==> src/design/lstm_pkg.sv <==
`default_nettype none
package lstm_pkg;

    localparam logic REQ_LOAD   = 1'b0;
    localparam logic REQ_SAMPLE = 1'b1;

    localparam int ACC_W = 40;

    typedef struct packed {
        logic              req_type;
        logic [1:0]        gate_sel;
        logic [3:0]        position;
        logic signed [15:0] value;
        logic              last;
    } t_item;

    function automatic logic [12:0] sig_entry(input logic [5:0] k);
        logic [12:0] v;
        case (k)
            6'd0: v = 13'd2048;  6'd1: v = 13'd2303;  6'd2: v = 13'd2550;
            6'd3: v = 13'd2782;  6'd4: v = 13'd2994;  6'd5: v = 13'd3184;
            6'd6: v = 13'd3349;  6'd7: v = 13'd3490;  6'd8: v = 13'd3608;
            6'd9: v = 13'd3705;  6'd10: v = 13'd3785; 6'd11: v = 13'd3850;
            6'd12: v = 13'd3902; 6'd13: v = 13'd3943; 6'd14: v = 13'd3976;
            6'd15: v = 13'd4002; 6'd16: v = 13'd4022; 6'd17: v = 13'd4038;
            6'd18: v = 13'd4051; 6'd19: v = 13'd4061; 6'd20: v = 13'd4069;
            6'd21: v = 13'd4075; 6'd22: v = 13'd4079; 6'd23: v = 13'd4083;
            6'd24: v = 13'd4086; 6'd25: v = 13'd4088; 6'd26: v = 13'd4090;
            6'd27: v = 13'd4091; 6'd28: v = 13'd4092; 6'd29: v = 13'd4093;
            6'd30: v = 13'd4094; 6'd31: v = 13'd4094;
            default: v = 13'd4095;
        endcase
        return v;
    endfunction

    function automatic logic [12:0] tanh_entry(input logic [5:0] k);
        logic [12:0] v;
        case (k)
            6'd0: v = 13'd0;     6'd1: v = 13'd1003;  6'd2: v = 13'd1893;
            6'd3: v = 13'd2602;  6'd4: v = 13'd3119;  6'd5: v = 13'd3475;
            6'd6: v = 13'd3707;  6'd7: v = 13'd3856;  6'd8: v = 13'd3949;
            6'd9: v = 13'd4006;  6'd10: v = 13'd4041; 6'd11: v = 13'd4063;
            6'd12: v = 13'd4076; 6'd13: v = 13'd4084; 6'd14: v = 13'd4089;
            6'd15: v = 13'd4091; 6'd16: v = 13'd4093; 6'd17: v = 13'd4094;
            6'd18: v = 13'd4095; 6'd19: v = 13'd4095;
            default: v = 13'd4096;
        endcase
        return v;
    endfunction

    // Piecewise linear lookup on |x|; tanh when is_tanh, else sigmoid.
    function automatic logic signed [15:0] act(input logic signed [15:0] x,
                                              input logic is_tanh);
        logic [16:0]        mag;
        logic [5:0]         idx;
        logic [9:0]         frac;
        logic signed [13:0] a;
        logic signed [13:0] b;
        logic signed [25:0] d;
        logic signed [13:0] y;
        logic signed [15:0] r;
        mag  = (x < 0) ? 17'(-$signed({x[15], x})) : 17'(x);
        idx  = 6'(mag >> 10);
        frac = mag[9:0];
        a = is_tanh ? $signed({1'b0, tanh_entry(idx)}) : $signed({1'b0, sig_entry(idx)});
        b = is_tanh ? $signed({1'b0, tanh_entry(6'(idx + 6'd1))})
                    : $signed({1'b0, sig_entry(6'(idx + 6'd1))});
        d = (26'(b - a) * $signed({16'd0, frac}) + 26'sd512) >>> 10;
        if (idx >= 6'd32) begin
            y = a;
        end else begin
            y = 14'(a + 14'(d));
        end
        if (x < 0) begin
            r = is_tanh ? 16'(-y) : 16'(14'sd4096 - y);
        end else begin
            r = 16'(y);
        end
        return r;
    endfunction

    function automatic logic signed [15:0] to_q12(input logic signed [ACC_W-1:0] v);
        logic signed [ACC_W-1:0] q;
        q = (v + ACC_W'(2048)) >>> 12;
        if (q > 32767) return 16'sh7fff;
        if (q < -32768) return 16'sh8000;
        return q[15:0];
    endfunction

endpackage
`default_nettype wire

==> src/design/lstm_front.sv <==
`default_nettype none
module lstm_front #(
    parameter int DEPTH = 4
) (
    input  wire                  i_clk,
    input  wire                  i_rst_n,
    input  wire                  i_valid,
    output logic                 o_stall,
    input  wire lstm_pkg::t_item i_item,
    output logic                 o_valid,
    input  wire                  i_take,
    output lstm_pkg::t_item      o_item
);
    localparam int AW = $clog2(DEPTH);

    lstm_pkg::t_item  r_q [DEPTH];
    logic [AW-1:0]    r_wp, r_rp;
    logic [AW:0]      r_cnt;
    logic             w_push, w_pop;

    assign o_stall = (r_cnt == (AW+1)'(DEPTH));
    assign w_push  = i_valid && !o_stall;
    assign o_valid = (r_cnt != '0);
    assign w_pop   = o_valid && i_take;
    assign o_item  = r_q[r_rp];

    always_ff @(posedge i_clk) begin
        if (w_push) begin
            r_q[r_wp] <= i_item;
        end
        if (!i_rst_n) begin
            r_wp <= '0; r_rp <= '0; r_cnt <= '0;
        end else begin
            if (w_push) r_wp <= (r_wp == AW'(DEPTH-1)) ? '0 : AW'(r_wp + 1'b1);
            if (w_pop)  r_rp <= (r_rp == AW'(DEPTH-1)) ? '0 : AW'(r_rp + 1'b1);
            r_cnt <= (AW+1)'(r_cnt + (AW+1)'(w_push) - (AW+1)'(w_pop));
        end
    end
endmodule
`default_nettype wire

==> config.mk <==
export PLATFORM = sky130hd
export DESIGN_NAME = lstm_front
export DESIGN_NICKNAME = d
export VERILOG_FILES = /design/src/design/lstm_pkg.sv /design/src/design/lstm_front.sv
export SDC_FILE = /design/constraint.sdc
export NUM_CORES = 1
export LEC_CHECK = 0
export BUFFER_PORTS_ARGS = -buffer_cell sky130_fd_sc_hd__buf_2
export CAP_MARGIN = 15
export CORE_MARGIN = 2
export CORE_UTILIZATION = 51
export DETAILED_ROUTE_END_ITERATION = 7
export PLACE_DENSITY = 0.75
export SYNTH_ARGS = -nofsm -noshare
export SYNTH_HDL_FRONTEND = slang
export SYNTH_SLANG_ARGS = --single-unit
==> constraint.sdc <==
create_clock -name i_clk -period 2.1 [get_ports i_clk]
set_clock_uncertainty 0.1 [all_clocks]
set_input_delay 0.315 -clock i_clk [delete_from_list [all_inputs] [get_ports i_clk]]
set_output_delay 0.315 -clock i_clk [all_outputs]
set_load 0.05 [all_outputs]
# --- Yosys cells after proc, flatten, opt, wreduce, memory -nomap -nowiden ---
# Memory sizes are Yosys's and may differ from the RTL's. A register that Yosys moved wholly into a read port is not among the register bits.
# Index checks and enable logic that the tools add are counted.
totals:
  inputBits: 28
  output_inout_bits: 26
  memories: 1
  reg_bits: 7
  ramBits: 96
op_classes:
  n_eq_ne: 3
  add_sub_neg: 4
  n_reduce_logical: 4
  n_mux: 6
mem_list:
  columns: ["memory", "depth", "word_bits", "rd", "rd_ports_with_merged_regs", "write_ports", "line_no", "text"]
  rows:
  - ["r_q", 4, 24, 1, 1, 1, "lstm_front.sv:16", "lstm_pkg::t_item r_q [DEPTH];"]
ops:
  columns: ["op", "n"]
  rows:
  - ["2-bit two-way mux", 4]
  - ["2-bit by 1-bit adder with 2-bit output, second input constant", 2]
  - ["2-bit == test, second input constant", 2]
  - ["3-bit by 1-bit adder with 3-bit output", 1]
  - ["3-bit == test, second input constant", 1]
  - ["3-bit nonzero test", 1]
  - ["3-bit by 1-bit subtractor with 3-bit output", 1]
  - ["1-bit logical AND", 2]
  - ["1-bit two-way mux", 2]
  - ["1-bit zero test", 1]

# --- Depth between registers and ports, before layout ---
depth:
  word_depth: 5
  depth_mapped: 12

# --- Least setup slack after synthesis ---
# No wires, ideal clock.
synth_path:
  kind: "register -> register"
  start: "register r_cnt[1]"
  end: "register r_cnt[2]"
  setup_ns: 0.115
  required_time_ns: 1.885
  arrival_time_ns: 2.575
  period_less_slack_ns: 2.790
  stages_incl_launch_ff: 13
  setup_slack_ns: -0.690
  path_buffers: 1
  cell_sequence: "dfxtp_1 > nor3b_2 > nor2b_1 > buf_2 > inv_1 > ha_1 > inv_1 > ha_1 > inv_1 > fa_1 > xnor2_1 > xnor2_1 > and2_1"
synth_via:
  elab_chain_len: 5
synth_lines:
  columns: ["element", "line_no", "text"]
  rows:
  - ["start, declared", "lstm_front.sv:18", "logic [AW:0] r_cnt;"]
  - ["start signal, assigned", "lstm_front.sv:36", "r_cnt <= (AW+1)'(r_cnt + (AW+1)'(w_push) - (AW+1)'(w_pop));"]
  - ["3-bit == test", "lstm_front.sv:21", "assign o_stall = (r_cnt == (AW+1)'(DEPTH));"]
  - ["net o_stall", "lstm_front.sv:8", "output logic o_stall,"]
  - ["1-bit zero test", "lstm_front.sv:22", "assign w_push = i_valid && !o_stall;"]
  - ["1-bit logical AND", "lstm_front.sv:22", null]
  - ["3-bit by 1-bit adder with 3-bit output", "lstm_front.sv:36", null]
  - ["3-bit by 1-bit subtractor with 3-bit output", "lstm_front.sv:36", null]
# The timed path passes the listed nets, and every way through them passes these cells.
# A chain may end at the register's enable or synchronous reset.

==> impl_metrics.ini <==
[run_status]
outcome = finished with violations
violations = negative setup slack

[synthesis]
ys_seq_area_share_pct = 76.84
syn_avg_cell_area_um2 = 22.40
synth_common_cells = 96 x edfxtp_1, 20 x mux4_2, 9 x dfxtp_1
synth.largest_area_cell = edfxtp_1
yosysMostFrequentCell = edfxtp_1
synth_edf_count = 96
netlist_area_um2 = 3986
netlist_top_cells_area = edfxtp_1 72%, mux4_2 11%, dfxtp_1 4.5%
synth_top_area_share_pct = 72.32
ys.flop_type = edfxtp_1
synth_nets = 214
ys_ff_latch = 105
yosysWarnings = 0
synthCells = 178
yosys.cell_types.count = 22
ys_async_sr_fraction_pct = 0

[floorplanning]
dieHeight_um = 92.41
start_util_pct = 52.13
io_pins = 54
design.core.area_um2 = 7647
rows = 32
die-area_um2 = 8540
die_w_um = 92.41

[route]
vias = 1879
avgViaCountPerCell = 5.205
routed_wl_um = 6639
drt_iter0_markers = 132
postRouteAntennaNets = 0
drt_first_pass_iters = 4
wl_per_cell_um = 18.39
remaining_drc_errors = 0

[cells_and_area]
n_antenna_cell = 0
final_nets = 290
area_growth_syn_to_layout_pct = 25.11
n_fill_cell = 502
stdcell_count = 361
drive_gt1_share_pct = 49.03
fin_util_pct = 65.22

[sta]
hold_viol = 0
layout_min_cycle_time_ns = 2.107
setup_ws_ns = -0.007169
fmax_ghz = 0.4746
worst_slew_pin_slew_ns = 0.2528
rsz0062_at_grt = yes
finalCritPeriodShare_pct = 100.3
setup_viol = 3
fin_tns_setup_ns = -0.01029
slew_violations = 0
max_slew_margin_pct = 82.97

[clock_network]
clock_sinks = 105
cts_hold_buffers = 0
cts-root-buf = clkbuf_8
htree_levels = 3
cts_tree = yes
cts_buffer_depth = 2
cts_buffers = 9
clkTransAtPathRegs_ns = 0.10
clkLatencyLatePin_ns = 0.36

[global_routing]
grt_first_pass_wirelength_um = 10340
grt_overflow_total = 0
grt_pass1_vias = 1963
grt_max_degree = 25
track_usage_pct = 16.82
grt_antenna_before_repair = 0

[setup_path]
crit-reg2reg-capture = r_cnt[2]
worstPathArrival_ns = 1.69
reg2regPathDepth = 10
critPathMaxFanout = 6
cp-end-kind = primary output
critical_path_class = register to primary output
r2r-start = r_cnt[2]
cp-start-kind = register
required_ns = 1.68
critPathCapture = o_item[19]
rrSetupSlack_ns = 0.02

[run]
maxCapViolCount = 0

[power_and_ir_drop]
powerDensity_nw_per_um2 = 1289
ir_drop_mv = 0.7246
power.total_mw = 6.426
p_leak_nw = 1.739

[placement]
io_buffers = 53
hpwl_um = 3884
pre_cts_ws_ns = -0.09959
dp_cells = 337
place_congestion = 0.6741

[worst_hold_path]
hold_path_class = input pin to register
## layer usage
| metal | up-vias | wire length (um) | GRT usage [%] |
|---|---|---|---|
| met1 | 958 | 2849 | 21.60 |
| li1 | 867 | - | - |
| met4 | 0 | 101 | 7.090 |
| met2 | 45 | 3413 | 27.80 |
| met5 | - | 0 | 0 |
| met3 | 9 | 274 | 3.987 |
## registers in the layout, summed over array words and instances (netlist names), named ones only
register / flops
r_q: 96
r_cnt: 3
r_rp: 2
r_wp: 2
## through the flow
stage	instance area [um^2]	hold slack (ns)
6_report	4987	0.05646
5_1_grt	4987	0.04293
4_1_cts	4972	0.05318
3_5_place_dp	4462	0.4200
3_3_place_gp	4462	0.3921
2_1_floorplan	4001	0.3139
## report_power, final
group / switching (mW) / leakage, nW / internal (mW) / total [mW]
Clock: 0.668 / 0.103 / 0.568 / 1.24
Combinational: 1.40 / 0.680 / 1.11 / 2.52
Sequential: 0.112 / 0.956 / 2.56 / 2.67
Total: 2.18 / 1.74 / 4.24 / 6.43
## worst min path at each step
stage            endpoint  slack (ns)        from  cells after the start
4_1_cts        r_q[0][19]        0.05  i_item[19]                      1
3_3_place_gp      r_wp[1]        0.39     r_wp[1]                      2
3_5_place_dp      r_wp[1]        0.42     r_wp[1]                      2
6_report       r_q[0][19]        0.06  i_item[19]                      1
2_1_floorplan   r_q[0][0]        0.31   i_item[0]                      0
5_1_grt        r_q[0][19]        0.04  i_item[19]                      1
## area by class of cell
type	instances	area (um^2)	share of cell area [%]
Inverter	6	22.52	0.4516
Multi-Input combinational cell	59	869.6	17.44
Clock buffer	10	127.6	2.559
Tap cell	102	127.6	2.559
Clock inverter	6	76.32	1.530
Timing Repair Buffer	73	688.2	13.80
Sequential cell	105	3075	61.67
## critical path, cell delays in order, from the launching register on
cell and delay, ns:
dfxtp_4 0.37, bufbuf_16 0.27, mux4_2 0.52, buf_6 0.17
## repair_timing
action | CTS | global route
pin swaps | 4 | 5
setup endpoints to repair | 25 | 25
buffers inserted | 3 | 2
resized for setup | 67 | 1
cloned | 3 | 0
## cells by family (layout without fill, tap and decap cells)
kind of cell,after synthesis,in the layout,share of synthesized area [%]
AO/OA/AOI/OAI,3,3,0.4395
AND/OR/NAND/NOR,20,20,2.731
multiplexers,26,26,14.44
XOR/XNOR,2,2,0.4395
flip-flops,105,105,76.84
adder cells (fa/ha/maj),8,8,2.699
buffers and inverters,14,95,2.417
## layout by cell type, fill, tap and decap left out, drive strengths merged
master / synthesis / layout
nand2: 6 / 6
bufinv: 0 / 1
mux2i: 2 / 2
o31ai: 1 / 1
fa: 1 / 1
ha: 7 / 7
edfxtp: 96 / 96
buf: 6 / 72
clkbuf: 2 / 10
inv: 6 / 7
nor2: 2 / 2
bufbuf: 0 / 1
clkinv: 0 / 4
or3: 1 / 1
dfxtp: 9 / 9
xnor2: 2 / 2
nor3b: 1 / 1
nand3: 2 / 2
and2: 6 / 6
mux4: 24 / 24
nor2b: 2 / 2
o21ai: 2 / 2
No activity file was read; power rests on OpenSTA's default activity.
